File: src/design/ball_position_error_integrator_top_macros.svh
// Assertion macros for the top-level design file.
// ASSERT_IMPL checks that the consequent holds in the same cycle as the antecedent.
// ASSERT_NEXT checks that the consequent holds in the cycle after the antecedent.
// Both stay quiet while rst_n is low, and both turn into nothing when SYNTHESIS is defined.
`ifndef BALL_POSITION_ERROR_INTEGRATOR_TOP_MACROS_SVH
`define BALL_POSITION_ERROR_INTEGRATOR_TOP_MACROS_SVH
`ifndef SYNTHESIS
`define ASSERT_IMPL(label, ante, cons) \
  label: assert property (@(posedge clk) disable iff (!rst_n) (ante) |-> (cons)) \
    else $error("assertion failed");
`define ASSERT_NEXT(label, ante, cons) \
  label: assert property (@(posedge clk) disable iff (!rst_n) (ante) |=> (cons)) \
    else $error("assertion failed");
`else
`define ASSERT_IMPL(label, ante, cons)
`define ASSERT_NEXT(label, ante, cons)
`endif
`endif

File: src/design/bpei_pkg.sv
package bpei_pkg;

  // Position width of the internal coordinate registers.
  localparam int POS_W     = 15;
  localparam int POS_MAX   = (1 << POS_W) - 1;
  localparam int POS_RESET = 40;

  // Digit accumulator holds up to 255*111, independent of POS_W.
  localparam int DACC_W = 15;
  localparam int SAT_W  = ((POS_W > DACC_W) ? POS_W : DACC_W) + 1;

  localparam int SP_W   = 10;
  localparam int WIN_W  = 6;
  localparam int BAND_W = 8;
  localparam int LIM_W  = 7;
  localparam int ACC_W  = 8;
  localparam int ERR_W  = POS_W + 2;
  localparam int INT_W  = ERR_W + 1;

  localparam int OUT_POS_W = 15;
  localparam int OUT_ERR_W = 16;

  localparam int CFG_ADDR_W = 3;
  localparam int CFG_DATA_W = 10;

  localparam logic [7:0] HDR_X      = 8'h41;
  localparam logic [7:0] HDR_Y      = 8'h42;
  localparam logic [7:0] DIGIT_BASE = 8'd48;

  localparam logic [SP_W-1:0]   X_SP_RESET   = SP_W'(40);
  localparam logic [SP_W-1:0]   Y_SP_RESET   = SP_W'(40);
  localparam logic [WIN_W-1:0]  WIN_RESET    = WIN_W'(5);
  localparam logic [BAND_W-1:0] BAND_RESET   = BAND_W'(20);
  localparam logic [LIM_W-1:0]  LIMIT_RESET  = LIM_W'(25);

  typedef enum logic [CFG_ADDR_W-1:0] {
    REG_X_SETPOINT     = 3'd0,
    REG_Y_SETPOINT     = 3'd1,
    REG_SETTLE_WINDOW  = 3'd2,
    REG_ERROR_BAND     = 3'd3,
    REG_INTEGRAL_LIMIT = 3'd4
  } cfg_reg_t;

  // What the parser asks of the datapath for the word at its input.
  typedef struct packed {
    logic             update;
    logic             load_x;
    logic             load_y;
    logic [POS_W-1:0] value;
  } parse_cmd_t;

  typedef struct packed {
    logic             step;
    logic             load;
    logic             snap;
    logic [POS_W-1:0] value;
  } axis_ctl_t;

  typedef struct packed {
    logic [POS_W-1:0]        pos;
    logic signed [ERR_W-1:0] err;
    logic signed [ACC_W-1:0] acc;
    logic                    en;
  } axis_res_t;

  // Open window test: sp - w < pos < sp + w.
  function automatic logic in_window(input logic [POS_W-1:0] pos,
                                     input logic [SP_W-1:0] sp,
                                     input logic [WIN_W-1:0] w);
    logic signed [ERR_W-1:0] diff;
    logic signed [ERR_W-1:0] wext;
    diff = $signed(ERR_W'(pos)) - $signed(ERR_W'(sp));
    wext = $signed(ERR_W'(w));
    return (diff > -wext) && (diff < wext);
  endfunction

endpackage

File: src/design/bpei_parse.sv
module bpei_parse import bpei_pkg::*; (
  input  logic       clk,
  input  logic       rst_n,
  input  logic [7:0] rx_byte,
  input  logic       fire,
  output parse_cmd_t cmd
);

  typedef enum logic [3:0] {
    PH_HDR = 4'b0001,
    PH_D1  = 4'b0010,
    PH_D2  = 4'b0100,
    PH_D3  = 4'b1000
  } phase_t;

  phase_t              phase_r, phase_nxt;
  logic                axis_y_r, axis_y_nxt;
  logic [DACC_W-1:0]   dacc_r, dacc_nxt;
  logic [7:0]          digit;
  logic [SAT_W-1:0]    total;

  // Any byte counts as a digit, wrapping modulo 256.
  assign digit = rx_byte - DIGIT_BASE;
  assign total = SAT_W'(dacc_r) + SAT_W'(digit);

  always_comb begin
    phase_nxt  = phase_r;
    axis_y_nxt = axis_y_r;
    dacc_nxt   = dacc_r;
    cmd        = '0;
    unique case (phase_r)
      PH_HDR: begin
        if (rx_byte == HDR_X || rx_byte == HDR_Y) begin
          axis_y_nxt = (rx_byte == HDR_Y);
          dacc_nxt   = '0;
          phase_nxt  = PH_D1;
        end else begin
          cmd.update = 1'b1;
        end
      end
      PH_D1: begin
        dacc_nxt  = DACC_W'(digit) * DACC_W'(100);
        phase_nxt = PH_D2;
      end
      PH_D2: begin
        dacc_nxt  = dacc_r + DACC_W'(digit) * DACC_W'(10);
        phase_nxt = PH_D3;
      end
      PH_D3: begin
        cmd.update = 1'b1;
        cmd.load_x = !axis_y_r;
        cmd.load_y = axis_y_r;
        if (total > SAT_W'(POS_MAX)) begin
          cmd.value = POS_W'(POS_MAX);
        end else begin
          cmd.value = POS_W'(total);
        end
        phase_nxt = PH_HDR;
      end
      default: begin
        phase_nxt = PH_HDR;
      end
    endcase
  end

  always_ff @(posedge clk) begin
    if (!rst_n) begin
      phase_r  <= PH_HDR;
      axis_y_r <= 1'b0;
      dacc_r   <= '0;
    end else if (fire) begin
      phase_r  <= phase_nxt;
      axis_y_r <= axis_y_nxt;
      dacc_r   <= dacc_nxt;
    end
  end

endmodule

File: src/design/bpei_axis.sv
module bpei_axis import bpei_pkg::*; (
  input  logic              clk,
  input  logic              rst_n,
  input  axis_ctl_t         ctl,
  input  logic [SP_W-1:0]   setpoint,
  input  logic [BAND_W-1:0] band,
  input  logic [LIM_W-1:0]  limit,
  output logic [POS_W-1:0]  pos_pre,
  output axis_res_t         res
);

  logic [POS_W-1:0]        cur_r, prev_r;
  logic signed [ACC_W-1:0] acc_r, acc_nxt;
  logic [POS_W-1:0]        sample;
  logic [POS_W:0]          pair_sum;
  logic [POS_W-1:0]        avg;
  logic signed [ERR_W-1:0] err;
  logic signed [ERR_W-1:0] band_s;
  logic                    out_band;
  logic signed [INT_W-1:0] integ, lim_s;

  // Position after a parsed coordinate lands, before the settle snap.
  assign pos_pre  = ctl.load ? ctl.value : cur_r;
  assign sample   = ctl.snap ? POS_W'(setpoint) : pos_pre;
  assign pair_sum = {1'b0, sample} + {1'b0, prev_r};
  assign avg      = pair_sum[POS_W:1];
  assign err      = $signed(ERR_W'(avg)) - $signed(ERR_W'(setpoint));
  assign band_s   = $signed(ERR_W'(band));
  assign out_band = (err > band_s) || (err < -band_s);
  assign lim_s    = $signed(INT_W'(limit));

  always_comb begin
    if (out_band) begin
      integ = '0;
    end else begin
      integ = {{(INT_W-ACC_W){acc_r[ACC_W-1]}}, acc_r} + {err[ERR_W-1], err};
    end
    if (integ > lim_s) begin
      integ = lim_s;
    end else if (integ < -lim_s) begin
      integ = -lim_s;
    end
    acc_nxt = integ[ACC_W-1:0];
  end

  assign res.pos = avg;
  assign res.err = err;
  assign res.acc = acc_nxt;
  assign res.en  = !out_band;

  always_ff @(posedge clk) begin
    if (!rst_n) begin
      cur_r  <= POS_W'(POS_RESET);
      prev_r <= '0;
      acc_r  <= '0;
    end else if (ctl.step) begin
      cur_r  <= avg;
      prev_r <= sample;
      acc_r  <= acc_nxt;
    end
  end

endmodule

File: src/design/ball_position_error_integrator_top.sv
// Channel | Direction | Word contents (lowest bit first)
// in_     | slave     | rx_byte[7:0]
// out_    | master    | x_position, y_position, x_error, y_error, x_integral,
//         |           | y_integral, x_integral_enable, y_integral_enable (80 bits)
// cfg_    | slave     | cfg_addr = register index, cfg_data = register value
//
// Input words stream back to back through the processing stage while the output has room.
// A word is taken into the input stage; its result is registered in the output register
// when the word proceeds, which can wait on room at the output.
// The cycle time is set by the combinational update chain: parse, settle test,
// averaging add, error subtract, integral add and clamp.
// Reset (rst_n low, synchronous) restores all but the input byte and output data.
// A stalled output holds its word; input continues until the processing stage fills.
`include "ball_position_error_integrator_top_macros.svh"

module ball_position_error_integrator_top import bpei_pkg::*; (
  input  logic                  clk,
  input  logic                  rst_n,
  input  logic                  in_tvalid,
  output logic                  in_tready,
  input  logic [7:0]            in_tdata,   // [7:0] rx_byte
  output logic                  out_tvalid,
  input  logic                  out_tready,
  // [14:0] x_position, [29:15] y_position, [45:30] x_error, [61:46] y_error,
  // [69:62] x_integral, [77:70] y_integral, [78] x_integral_enable,
  // [79] y_integral_enable
  output logic [79:0]           out_tdata,
  input  logic                  cfg_valid,
  output logic                  cfg_ready,
  input  logic [CFG_ADDR_W-1:0] cfg_addr,
  input  logic [CFG_DATA_W-1:0] cfg_data
);

  // Configuration registers.
  logic [SP_W-1:0]   x_sp_r, y_sp_r;
  logic [WIN_W-1:0]  window_r;
  logic [BAND_W-1:0] band_r;
  logic [LIM_W-1:0]  limit_r;

  // Input stage holding the word under processing.
  logic       s1_vld_r, s1_vld_nxt;
  logic [7:0] s1_byte_r;

  // Output register.
  logic       out_vld_r, out_vld_nxt;
  axis_res_t  out_x_r, out_y_r;

  parse_cmd_t cmd;
  axis_ctl_t  x_ctl, y_ctl;
  axis_res_t  x_res, y_res;
  logic [POS_W-1:0] x_pre, y_pre;
  logic [1:0] settle_cnt_r;
  logic       settled, snap, out_room, fire, step;

  assign cfg_ready = 1'b1;

  always_ff @(posedge clk) begin
    if (!rst_n) begin
      x_sp_r   <= X_SP_RESET;
      y_sp_r   <= Y_SP_RESET;
      window_r <= WIN_RESET;
      band_r   <= BAND_RESET;
      limit_r  <= LIMIT_RESET;
    end else if (cfg_valid) begin
      unique case (cfg_addr)
        REG_X_SETPOINT:     x_sp_r   <= cfg_data[SP_W-1:0];
        REG_Y_SETPOINT:     y_sp_r   <= cfg_data[SP_W-1:0];
        REG_SETTLE_WINDOW:  window_r <= cfg_data[WIN_W-1:0];
        REG_ERROR_BAND:     band_r   <= cfg_data[BAND_W-1:0];
        REG_INTEGRAL_LIMIT: limit_r  <= cfg_data[LIM_W-1:0];
        default: ;
      endcase
    end
  end

  // A word without a result always proceeds; one with a result needs room at the output.
  assign out_room  = !out_vld_r || out_tready;
  assign fire      = s1_vld_r && (!cmd.update || out_room);
  assign step      = fire && cmd.update;
  assign in_tready = !s1_vld_r || fire;

  always_comb begin
    s1_vld_nxt = s1_vld_r;
    if (in_tvalid && in_tready) begin
      s1_vld_nxt = 1'b1;
    end else if (fire) begin
      s1_vld_nxt = 1'b0;
    end
  end

  always_ff @(posedge clk) begin
    if (!rst_n) begin
      s1_vld_r <= 1'b0;
    end else begin
      s1_vld_r <= s1_vld_nxt;
    end
  end

  always_ff @(posedge clk) begin
    if (in_tvalid && in_tready) begin
      s1_byte_r <= in_tdata;
    end
  end

  bpei_parse u_parse (
    .clk     (clk),
    .rst_n   (rst_n),
    .rx_byte (s1_byte_r),
    .fire    (fire),
    .cmd     (cmd)
  );

  // Both axes must sit inside the window; after three such updates they snap.
  assign settled = in_window(x_pre, x_sp_r, window_r) && in_window(y_pre, y_sp_r, window_r);
  assign snap    = settled && (settle_cnt_r == 2'd3);

  always_ff @(posedge clk) begin
    if (!rst_n) begin
      settle_cnt_r <= '0;
    end else if (step) begin
      if (!settled) begin
        settle_cnt_r <= '0;
      end else if (!snap) begin
        settle_cnt_r <= settle_cnt_r + 2'd1;
      end
    end
  end

  assign x_ctl = '{step: step, load: cmd.load_x, snap: snap, value: cmd.value};
  assign y_ctl = '{step: step, load: cmd.load_y, snap: snap, value: cmd.value};

  bpei_axis u_axis_x (
    .clk      (clk),
    .rst_n    (rst_n),
    .ctl      (x_ctl),
    .setpoint (x_sp_r),
    .band     (band_r),
    .limit    (limit_r),
    .pos_pre  (x_pre),
    .res      (x_res)
  );

  bpei_axis u_axis_y (
    .clk      (clk),
    .rst_n    (rst_n),
    .ctl      (y_ctl),
    .setpoint (y_sp_r),
    .band     (band_r),
    .limit    (limit_r),
    .pos_pre  (y_pre),
    .res      (y_res)
  );

  always_comb begin
    out_vld_nxt = out_vld_r;
    if (out_room) begin
      out_vld_nxt = step;
    end
  end

  always_ff @(posedge clk) begin
    if (!rst_n) begin
      out_vld_r <= 1'b0;
    end else begin
      out_vld_r <= out_vld_nxt;
    end
  end

  always_ff @(posedge clk) begin
    if (step) begin
      out_x_r <= x_res;
      out_y_r <= y_res;
    end
  end

  assign out_tvalid = out_vld_r;
  assign out_tdata  = {out_y_r.en, out_x_r.en, out_y_r.acc, out_x_r.acc,
                       OUT_ERR_W'(out_y_r.err), OUT_ERR_W'(out_x_r.err),
                       OUT_POS_W'(out_y_r.pos), OUT_POS_W'(out_x_r.pos)};

  // The snap only happens once three settled updates have been counted.
  `ASSERT_IMPL(a_snap_after_count, snap, settle_cnt_r == 2'd3)
  // An update that proceeds always leaves a result in the output register.
  `ASSERT_NEXT(a_step_fills_out, step, out_vld_r)
  // A word that cannot proceed stays in the input stage unchanged.
  `ASSERT_NEXT(a_s1_holds, s1_vld_r && !fire, s1_vld_r && $stable(s1_byte_r))

endmodule

File: config.mk
export PLATFORM = sky130hd
export DESIGN_NAME = ball_position_error_integrator_top
export DESIGN_NICKNAME = d
export VERILOG_FILES = /design/src/design/bpei_pkg.sv /design/src/design/bpei_parse.sv /design/src/design/bpei_axis.sv /design/src/design/ball_position_error_integrator_top.sv
export VERILOG_INCLUDE_DIRS = /design/src /design/src/design
export SDC_FILE = /design/constraint.sdc
export NUM_CORES = 1
export LEC_CHECK = 0
export BUFFER_PORTS_ARGS = -buffer_cell sky130_fd_sc_hd__buf_4
export CELL_PAD_IN_SITES_DETAIL_PLACEMENT = 0
export CELL_PAD_IN_SITES_GLOBAL_PLACEMENT = 1
export CORE_MARGIN = 4
export CORE_UTILIZATION = 48
export DETAILED_ROUTE_END_ITERATION = 8
export GPL_ROUTABILITY_DRIVEN = 0
export HOLD_SLACK_MARGIN = 0.05
export PLACE_DENSITY_LB_ADDON = 0.1
export SETUP_SLACK_MARGIN = 0.5
export SLEW_MARGIN = 20
export SYNTH_ARGS = -nofsm -noshare
export SYNTH_HDL_FRONTEND = slang
export SYNTH_SLANG_ARGS = --single-unit
File: constraint.sdc
create_clock -name clk -period 21.1 [get_ports clk]
set_input_delay 4.22 -clock clk [delete_from_list [all_inputs] [get_ports clk]]
set_output_delay 4.22 -clock clk [all_outputs]
set_load 0.01 [all_outputs]
==> results of run 1 <==
[synth_stat cells (all sizes together) (8+ instances only)]
library cell  number  share of area, %
ha               311                19
nand2            272               5.1
nor2             161               3.0
inv              156               2.9
dfxtp            140                14
o21ai            128               3.2
a21oi            113               2.8
edfxtp            88                13
a21boi            86               3.2
xnor2             85               3.8
clkbuf            65               1.2
nor2b             57               1.8
a21o              56               2.1
o21a              54               2.0
nor3              42               1.1
xor2              40               1.8
nand3             37              0.93
a31oi             33               1.1
and3              28              0.88
nand2b            27              0.84
o211a             27               1.4
nand4             22              0.69
and2              21              0.66
mux2              21               1.2
o211ai            21              0.79
or3               20              0.63
nor4              18              0.56
o21bai            17              0.64
o2111ai           15              0.66
a211oi            14              0.58
fa                14               1.4
mux2i             13              0.67
nor3b             11              0.41
o31ai             11              0.41
buf               10              0.28
a22oi              9              0.34
a2111oi            8              0.48
[kinds of logic (layout without fill, tap and decap cells)]
logic type / Yosys count / after routing / synth area share (%)
flops: 228 / 228 / 27.2
other cells: 1 / 1 / 0.0187
fa+ha+maj: 325 / 325 / 20.8
simple gates: 745 / 745 / 17.8
xor+xnor: 125 / 125 / 5.51
compound gates: 646 / 646 / 22.3
buf+inv: 232 / 334 / 4.44
mux: 34 / 34 / 1.85
[stage by stage]
stage / util [%] / power, mW / hold WS [ns] / area (µm²) / setup slack [ns]
after floorplan: - / 1.07 / 0.441 / 20000 / 6.00
after global placement: 52.0 / 1.25 / 0.452 / 21300 / 3.98
after detailed placement: 52.0 / 1.27 / 0.464 / 21300 / 3.73
after CTS: 54.2 / 1.74 / 0.471 / 22200 / 3.69
after global routing: 54.2 / 1.85 / 0.489 / 22200 / 2.20
final: 54.2 / 1.73 / 0.469 / 22200 / 3.65
[state kept, by name, summed over array words and instances, names as in the netlist, 10 cells and up]
signal / flops
u_axis_x.cur_r: 15
u_axis_y.cur_r: 15
out_tdata: 80
y_sp_r: 10
x_sp_r: 10
u_parse.dacc_r: 14
u_axis_y.prev_r: 15
u_axis_x.prev_r: 15
[routing by layer]
layer	vias to the layer above	part of all wire, %
li1	8617	-
met1	8236	43
met2	383	48
met3	110	4.3
met4	0	4.2
met5	-	0
[cell usage in the layout (no fill, tap or decap), drive strengths merged, types with 22 or more instances in the layout]
| master | Yosys | routed |
|---|---|---|
| a21o | 56 | 56 |
| clkbuf | 65 | 32 |
| buf | 10 | 125 |
| o21ai | 128 | 128 |
| nand4 | 22 | 22 |
| and3 | 28 | 28 |
| nor3 | 42 | 42 |
| nand2b | 27 | 27 |
| o21a | 54 | 54 |
| nand3 | 37 | 37 |
| a31oi | 33 | 33 |
| xor2 | 40 | 40 |
| nand2 | 272 | 272 |
| ha | 311 | 311 |
| nor2 | 161 | 161 |
| edfxtp | 88 | 88 |
| nor2b | 57 | 57 |
| xnor2 | 85 | 85 |
| inv | 156 | 157 |
| o211a | 27 | 27 |
| a21oi | 113 | 113 |
| dfxtp | 140 | 140 |
| a21boi | 86 | 86 |
[power groups by stage]
stage	clock network, mW	registers, mW	logic, mW
global route	0.493	0.524	0.834
CTS	0.477	0.522	0.741
global placement	0	0.531	0.721
detailed placement	0	0.531	0.736
floorplan	0	0.533	0.535
finish	0.466	0.522	0.746
[how the worst max path moves through the flow]
stage | endpoint | from | cells past startpoint
2_1_floorplan | out_tdata[68]$_DFFE_PP_ | s1_byte_r[4]$_DFFE_PP_ | 73
3_3_place_gp | u_axis_x.acc_r[0]$_SDFFE_PN0P_ | s1_byte_r[4]$_DFFE_PP_ | 72
3_5_place_dp | out_tdata[72]$_DFFE_PP_ | s1_byte_r[4]$_DFFE_PP_ | 72
4_1_cts | out_tdata[72]$_DFFE_PP_ | s1_byte_r[4]$_DFFE_PP_ | 72
5_1_grt | u_axis_x.acc_r[0]$_SDFFE_PN0P_ | s1_byte_r[4]$_DFFE_PP_ | 74
6_report | u_axis_x.acc_r[0]$_SDFFE_PN0P_ | s1_byte_r[4]$_DFFE_PP_ | 72
[layout make-up]
cell class | instances | area (µm²) | area share (%)
repair buffers | 125 | 938 | 4.22
inverters | 157 | 594 | 2.67
well taps | 532 | 666 | 2.99
multi-input cells | 1876 | 13700 | 61.7
clock inverters | 20 | 153 | 0.687
flip-flops and latches | 228 | 5450 | 24.5
clock buffers | 32 | 716 | 3.22
[critical path: cells and delay by family (launching register included)]
family                     cells  cell delay, ns
adders and majority gates      8            2.55
AOI/OAI and AO/OA             30            5.50
xor gates and xnor gates       4            1.48
buffers and inverters          2            0.51
muxes                          2            0.86
and+or+nand+nor               26            5.99
DFF                            1            0.44
==> results.md, run 1 <==
- Outcome: complete, no violations
- Ant diodes: 0
- Syn avg cell area: about 8.6 µm²
- Synth Register Bits: between 200 and 250
- WHS Endpoint: band_r[1]$_SDFFE_PN0P_
- Root Buffer: clkbuf_16
- Cell count after synthesis: 2336
- Final cell count without fillers: 2970
- Max-slew headroom: 20.4%
- CP Class: reg -> reg
- Hold Path Stages: 2
- Input/output buffers: approximately 110
- CTS sink cnt: roughly 230
- Vias in the first global route: ~17000
- Worst r2r dst: u_axis_x.acc_r[0]$_SDFFE_PN0P_
- Met1 Usage GRT: between 30 and 40%
- Gr busiest metal: met2
- Share of layout cells above drive strength 1: under 10%
- Mapped cell area: ~0.02 mm²
- CTS resizes: 0
- Die area: about 0.045 mm²
- Core ar.: 0.0410 mm²
- Sequential-to-total area share from yosys stat: between 20% and 30%
- Critical Path AT: ~18 ns
- Vias/cell: slightly below 6
- Critical hold path startpoint: band_r[1]$_SDFFE_PN0P_
- Yosys Warn Count: 0
- Average routed wire per standard cell: between 20 and 25 µm
- Critical Path RT: about 22 ns
- CP Capture Type: flip-flop
- Num CTS Buffers: 28
- Bufs on Longest Clock Path: 3
- Clk network pwr share: ~27%
- Final worst-path cycle share: a little over 80%
- Grt ovf: 0
- # fillers: slightly below 4000
- Yosys cell types: between 90 and 100
- CP max stage cell: nor4b_2
- Initial antenna violation count: 0
- Antenna Nets Post-Route: 0
- Post-CTS setup buffers: 0
- Flop pwr share: between 30 and 40%
- Met3 usage in global routing: under 10%
- Row cnt: between 70 and 80
- Vias: 17300
- Syn_nets: ~2700
- Critical path peak fanout: 32
- Cts hold-fix bufs: 0
- Clock Latency Late Sink: a little under 0.6 ns
- Routed WL: 59900 µm
- P&R area growth vs syn: 11.0%
- Met2 Use GR: 45.6%
- Fin nets: 2767
- First DRT Iteration DRCs: between 900 and 1000
- Die height: approximately 210 µm
- P per Cell Area: just under 80 mW/mm²
- Largest net degree at the start of global routing: 77
- Clk slew on worst S/H paths: around 0.060 ns
- Maximum vdd drop: roughly 64 µV
- Worst hold path type: reg -> reg
- H-tree Lvls: 1
- IO Pins: approximately 110
- DR DRC count: 0
- Net switching power: approximately 680 µW
- Most used cell, CP: ha_1
- Starting Density: slightly below 50%
- Post-synth EDFFs: 88
- Post-synthesis async set-or-reset flop share: 0%
- Unrepaired setup endpoints after global routing: false
- Reg2Reg Setup Slack: around 3.6 ns
- Tmin final: 17.45 ns
- DP Wirelength: between 40000 and 50000 µm
- Startpoint Class: flip-flop
- Max incr delay on CP: approximately 0.62 ns
- Setup TNS: 0 ns
- Switching share of power: between 30% and 40%
- Hold Violations, Final: 0
- CTS tree: done
- Final clock skew: ~0.019 ns
- Logic pwr share: 43.0%
- Max cap viols: 0
- P_int: approximately 1.1 mW
- Count of pins over their slew limit: 0
- Leak: just over 10 nW
- R2R cell count: 72
- Post-synth top flop: dfxtp_1
- FF-to-FF Start: s1_byte_r[4]$_DFFE_PP_
- Width of the die: approximately 210 µm
- Peak Freq: about 0.057 GHz
- # setup viols final: 0
- Gr usage total: between 20% and 30%
- 1st-pass router iterations: 7
- Inst Count DP: 2918
- Worst-margin pin slew: 1.18 ns
- First-pass GRT wire length: around 93000 µm
No activity file was read; power rests on OpenSTA's default activity.
==> run 2: changes to the inputs <==
- CORE_UTILIZATION: 48 -> 44
- clock period: 21.1 -> 14.43 ns (I/O delays scaled with it)
==> results.md, run 2 (synthesized netlist as in run 1, its figures left out) <==
- Outcome: complete, no violations
- Vias: 18300 (+5.6%)
- Die height: 221 µm (+4.3%)
- Area of the multi-input gates: 0.0151 mm² (+10%)
- Grt ovf: 0 (unchanged)
- First-pass GRT wire length: 99100 µm (+6.4%)
- Critical path peak fanout: 6 (-81%)
- Commonest non-fill, non-tap cell in the layout: buf_4
- IO Pins: 109 (unchanged)
- Max reg flops: 80 (unchanged)
- Core ar.: 0.0446 mm² (+8.8%)
- Average routed wire per standard cell: 20.0 µm (-0.71%)
- Initial antenna violation count: 0 (unchanged)
- P&R area growth vs syn: 26.6%
- Maximum vdd drop: 88.3 µV (+38%)
- First DRT Iteration DRCs: 1156 (+17%)
- Starting Density: 44.9% (-3.9 points)
- Worst r2r dst: out_tdata[64]$_DFFE_PP_
- Count of pins over their slew limit: 0 (unchanged)
- DP Wirelength: 49000 µm (+2.6%)
- CP max stage cell: or4_4
- FF-to-FF Start: s1_byte_r[4]$_DFFE_PP_
- CP Capture Type: flip-flop
- Leak: 11.4 nW (+13%)
- Max-slew headroom: 16.1% (-4.3 points)
- Hold Violations, Final: 0 (unchanged)
- PnR Total Power: 3.01 mW (+73%)
- Vias in the first global route: 17900 (+6.1%)
- Reg2Reg Setup Slack: 0.35 ns (-3.29 ns)
- CTS tree: done
- Antenna Nets Post-Route: 0 (unchanged)
- Bufs on Longest Clock Path: 3 (unchanged)
- Final worst-path cycle share: 97.5% (+15 points)
- Final core occ: 56.8% (+2.6 points)
- Input/output buffers: 107 (unchanged)
- # setup viols final: 0 (unchanged)
- 1st-pass router iterations: 5 (-2)
- Root Buffer: clkbuf_16
- CTS sink cnt: 228 (unchanged)
- Critical Path AT: 14.38 ns (-3.58 ns)
- Register area: 0.00545 mm² (unchanged)
- Clk slew on worst S/H paths: 0.06 ns (about the same)
- Most frequent cells in the layout: 288 x buf_4, 286 x ha_1, 256 x nand2_1
- Largest net degree at the start of global routing: 104 (+35%)
- # fillers: 4015 (+2.8%)
- Setup ws final: 0.354 ns (-3.29 ns)
- R2R cell count: 72 (unchanged)
- Final clock skew: 0.0204 ns (+0.00148 ns)
- Crit. Startpoint: s1_byte_r[4]$_DFFE_PP_
- Peak Freq: 0.0710 GHz (+24%)
- Worst Setup EP: out_tdata[64]$_DFFE_PP_
- H-tree Lvls: 1 (unchanged)
- Unrepaired setup endpoints after global routing: true
- P per Cell Area: 119 mW/mm² (+52%)
- Worst-margin pin slew: 1.25 ns (+0.0636 ns)
- Gr usage total: 24.9% (-1.1 points)
- Hold WS: 0.468 ns (-0.00137 ns)
- Max incr delay on CP: 0.56 ns (-0.06 ns)
- DR DRC count: 0 (unchanged)
- Critical Path RT: 14.73 ns (-6.88 ns)
- Inst Count DP: 3055 (+4.7%)
- Width of the die: 221 µm (+4.3%)
- Max cap viols: 0 (unchanged)
- Tmin final: 14.08 ns (-3.38 ns)
- Num CTS Buffers: 28 (unchanged)
- Routed WL: 64300 µm (+7.4%)
- Worst slack at placement: -0.140 ns (-3.87 ns)
- Final cell count without fillers: 3213 (+8.2%)
- Die area: 0.0490 mm² (+8.7%)
- Final instance area: 0.0253 mm² (+14%)
- Most used cell, CP: o21a_1
- Row cnt: 77 (+4.1%)
- Ant diodes: 0 (unchanged)
- Fin nets: 2951 (+6.6%)
- Startpoint Class: flip-flop
- Dpl cell area: 0.0222 mm² (+4.0%)
- Vias/cell: 5.70 (-2.4%)
- Setup TNS: 0 ns (unchanged)
- CP Class: reg -> reg
- Worst hold path type: reg -> reg
- Clock Latency Late Sink: 0.58 ns (about the same)
- Share of layout cells above drive strength 1: 23.4% (+14 points)
## run 2: cell types whose count changed in the layout (fill, tap and decap cells not counted), sizes merged
cell / change
mux2: +1
inv: +1
bufinv: +5
clkinv: -9
buf: +182
clkbuf: +3
## run 2: worst min-delay path by stage
stage	start	end	slack, ns	cells after the start
after floorplan	u_axis_y.cur_r[5]$_SDFFE_PN1P_	u_axis_y.cur_r[5]$_SDFFE_PN1P_	0.44	2
after global placement	y_sp_r[9]$_SDFFE_PN0P_	y_sp_r[9]$_SDFFE_PN0P_	0.45	2
after detailed placement	y_sp_r[9]$_SDFFE_PN0P_	y_sp_r[9]$_SDFFE_PN0P_	0.46	2
after CTS	y_sp_r[9]$_SDFFE_PN0P_	y_sp_r[9]$_SDFFE_PN0P_	0.47	2
after global routing	y_sp_r[9]$_SDFFE_PN0P_	y_sp_r[9]$_SDFFE_PN0P_	0.49	2
final	band_r[5]$_SDFFE_PN0P_	band_r[5]$_SDFFE_PN0P_	0.47	2
## run 2: worst max-delay path, delay by kind of cell, from the launching register on
family	cells	cell delay [ns]
flip-flops	1	0.50
AND/OR/NAND/NOR	19	3.53
AO/OA/AOI/OAI	32	5.13
buffers and inverters	8	1.20
XOR/XNOR	4	0.86
multiplexers	1	0.32
adder cells (fa/ha/maj)	8	2.24
## run 2: area by class of cell
class	instances	share of cell area, %
multi-input cells	1877	59.7
flip-flops and latches	228	21.5
repair buffers	308	9.67
clock buffers	34	2.94
well taps	592	2.92
inverters	157	2.34
clock inverters	17	0.972
## run 2: layer usage
layer / track usage (%) / up-vias / routed length, µm
met5: 0 / - / 0
met4: 9.56 / 0 / 2760
met3: 2.40 / 138 / 2670
met2: 42.3 / 430 / 30500
met1: 32.8 / 8768 / 28400
li1: - / 8987 / -
## run 2: power by group
group	total [mW]	internal (mW)	leakage [nW]	switching, mW
clock	0.776	0.473	0.472	0.303
combinational	1.47	0.678	8.96	0.792
sequential	0.761	0.733	1.96	0.0278
total	3.01	1.88	11.4	1.12
## run 2: timing repair
action                     in CTS  in global routing
setup endpoints to repair      32                 32
hold buffers                    0                  0
pin swaps                      52                130
setup buffers                  55                 47
hold endpoints to repair        0                  0
gates cloned                    4                  1
gates resized for setup        88                192
==> run 3: changes to the inputs <==
- CORE_UTILIZATION: 44 -> 32
==> results.md, run 3 (synthesized netlist as in run 1, its figures left out) <==
- CP max stage cell: or4_4
- Most frequent cells in the layout: 325 x buf_4, 283 x ha_1, 256 x nand2_1
- FF-to-FF Start: s1_byte_r[5]$_DFFE_PP_
- Count of pins over their slew limit: 0 (unchanged)
- Final cell count without fillers: 3509 (+9.2%)
- Max reg flops: 80 (unchanged)
- Row cnt: 91 (+18%)
- Vias in the first global route: 18000 (+0.27%)
- Input/output buffers: 107 (unchanged)
- Clk slew on worst S/H paths: 0.06 ns (about the same)
- Average routed wire per standard cell: 19.9 µm (-0.60%)
- Hold WS: 0.465 ns (-0.00299 ns)
- Fin nets: 2999 (+1.6%)
- Setup TNS: 0 ns (unchanged)
- Peak Freq: 0.0711 GHz (about the same)
- Inst Count DP: 3376 (+11%)
- DP Wirelength: 54300 µm (+11%)
- First-pass GRT wire length: 105000 µm (+6.2%)
- CP Class: reg -> reg
- Leak: 11.6 nW (+2.1%)
- Startpoint Class: flip-flop
- Critical path peak fanout: 6 (unchanged)
- Starting Density: 32.4% (-12 points)
- Gr usage total: 20.0% (-4.9 points)
- Final instance area: 0.0261 mm² (+3.1%)
- CP Capture Type: flip-flop
- Bufs on Longest Clock Path: 3 (unchanged)
- Grt ovf: 0 (unchanged)
- Root Buffer: clkbuf_16
- H-tree Lvls: 1 (unchanged)
- Core ar.: 0.0618 mm² (+39%)
- CTS sink cnt: 228 (unchanged)
- Max-slew headroom: 25.3% (+9.1 points)
- Ant diodes: 0 (unchanged)
- Register area: 0.00545 mm² (unchanged)
- Outcome: complete, no violations
- First DRT Iteration DRCs: 893 (-23%)
- CTS tree: done
- Final clock skew: 0.0358 ns (+0.0155 ns)
- Worst hold path type: reg -> reg
- Die area: 0.0666 mm² (+36%)
- Dpl cell area: 0.0231 mm² (+3.9%)
- Crit. Startpoint: s1_byte_r[5]$_DFFE_PP_
- Routed WL: 69800 µm (+8.6%)
- Crit path max-delay family: compound AO/OA/AOI/OAI gates
- 1st-pass router iterations: 7 (+2)
- Unrepaired setup endpoints after global routing: true
- Critical Path RT: 14.77 ns (+0.04 ns)
- Hold Violations, Final: 0 (unchanged)
- DR DRC count: 0 (unchanged)
- Clock Latency Late Sink: 0.61 ns (+0.03 ns)
- Area of the multi-input gates: 0.0152 mm² (+0.80%)
- # fillers: 6187 (+54%)
- Most used cell, CP: o21a_1
- Num CTS Buffers: 30 (+7.1%)
- # setup viols final: 0 (unchanged)
- Tmin final: 14.07 ns (-0.00999 ns)
- IO Pins: 109 (unchanged)
- Max cap viols: 0 (unchanged)
- Max incr delay on CP: 0.46 ns (-0.10 ns)
- Critical Path AT: 14.41 ns (+0.03 ns)
- P per Cell Area: 116 mW/mm² (-2.6%)
- Vias: 18200 (-0.74%)
- WP buf/inv: 9 (+1)
- Final worst-path cycle share: 97.5% (about the same)
- Antenna Nets Post-Route: 0 (unchanged)
- P&R area growth vs syn: 30.5%
- Commonest non-fill, non-tap cell in the layout: buf_4
- Final core occ: 42.3% (-15 points)
- Width of the die: 258 µm (+17%)
- Critical hold path startpoint: band_r[1]$_SDFFE_PN0P_
- Share of layout cells above drive strength 1: 25.6% (+2.2 points)
- Largest net degree at the start of global routing: 106 (+1.9%)
- Initial antenna violation count: 0 (unchanged)
- Vias/cell: 5.18 (-9.1%)
- Worst-margin pin slew: 1.11 ns (-0.135 ns)
- Maximum vdd drop: 104 µV (+18%)
- Die height: 258 µm (+17%)
-- run 3: cell count changes in the layout (fill, tap and decap cells not counted), moves of 5 or more --
| cell | delta |
|---|---|
| o21ai_2 | +9 |
| o21ai_1 | -9 |
| buf_4 | +37 |
| buf_6 | +10 |
| nor2b_1 | -5 |
-- run 3: worst paths after layout --
kind                                  end  slack, ns  depth (start not counted)
setup reg to reg  out_tdata[64]$_DFFE_PP_       0.36                         78
hold / removal     band_r[1]$_SDFFE_PN0P_       0.46                          2
setup / recovery  out_tdata[64]$_DFFE_PP_       0.36                         78
hold reg to reg    band_r[1]$_SDFFE_PN0P_       0.46                          2
-- run 3: timing repair --
item	CTS	global route
endpoints found under the setup margin	32	32
hold buffers	0	0
pin swaps	73	123
buffers inserted	41	32
resized for setup	87	236
cloned	2	2
-- run 3: power by group --
part	total (mW)	leakage (nW)	internal (mW)	switching, mW
combinational	1.51	9.20	0.711	0.799
sequential	0.763	1.96	0.734	0.0289
clock	0.746	0.470	0.430	0.316
-- run 3: cell type report --
cell class	instances	share of cell area (%)
Clock buffer	41	3.11
Clock inverter	15	0.580
Inverter	157	2.28
Multi-Input combinational cell	1877	58.4
Sequential cell	228	20.8
Tap cell	837	4.01
Timing Repair Buffer	354	10.8
-- run 3: stage by stage --
stage	worst slack, ns	total power [mW]
floorplan	0.419	1.58
CTS	0.143	2.86
detailed placement	-0.613	2.02
global route	-0.374	3.23
global placement	-0.514	2.01
finish	0.364	3.02
-- run 3: tightest hold or removal path, cell delays in order (launching register included) --
cell and delay, ns:
dfxtp_1 0.31, nand2_1 0.04, a21boi_0 0.06
-- run 3: metal layers --
layer	global-route usage, %	wire, µm
met3	1.84	1950
met5	0	0
met4	6.35	2710
met2	35.2	33700
met1	25.8	31400
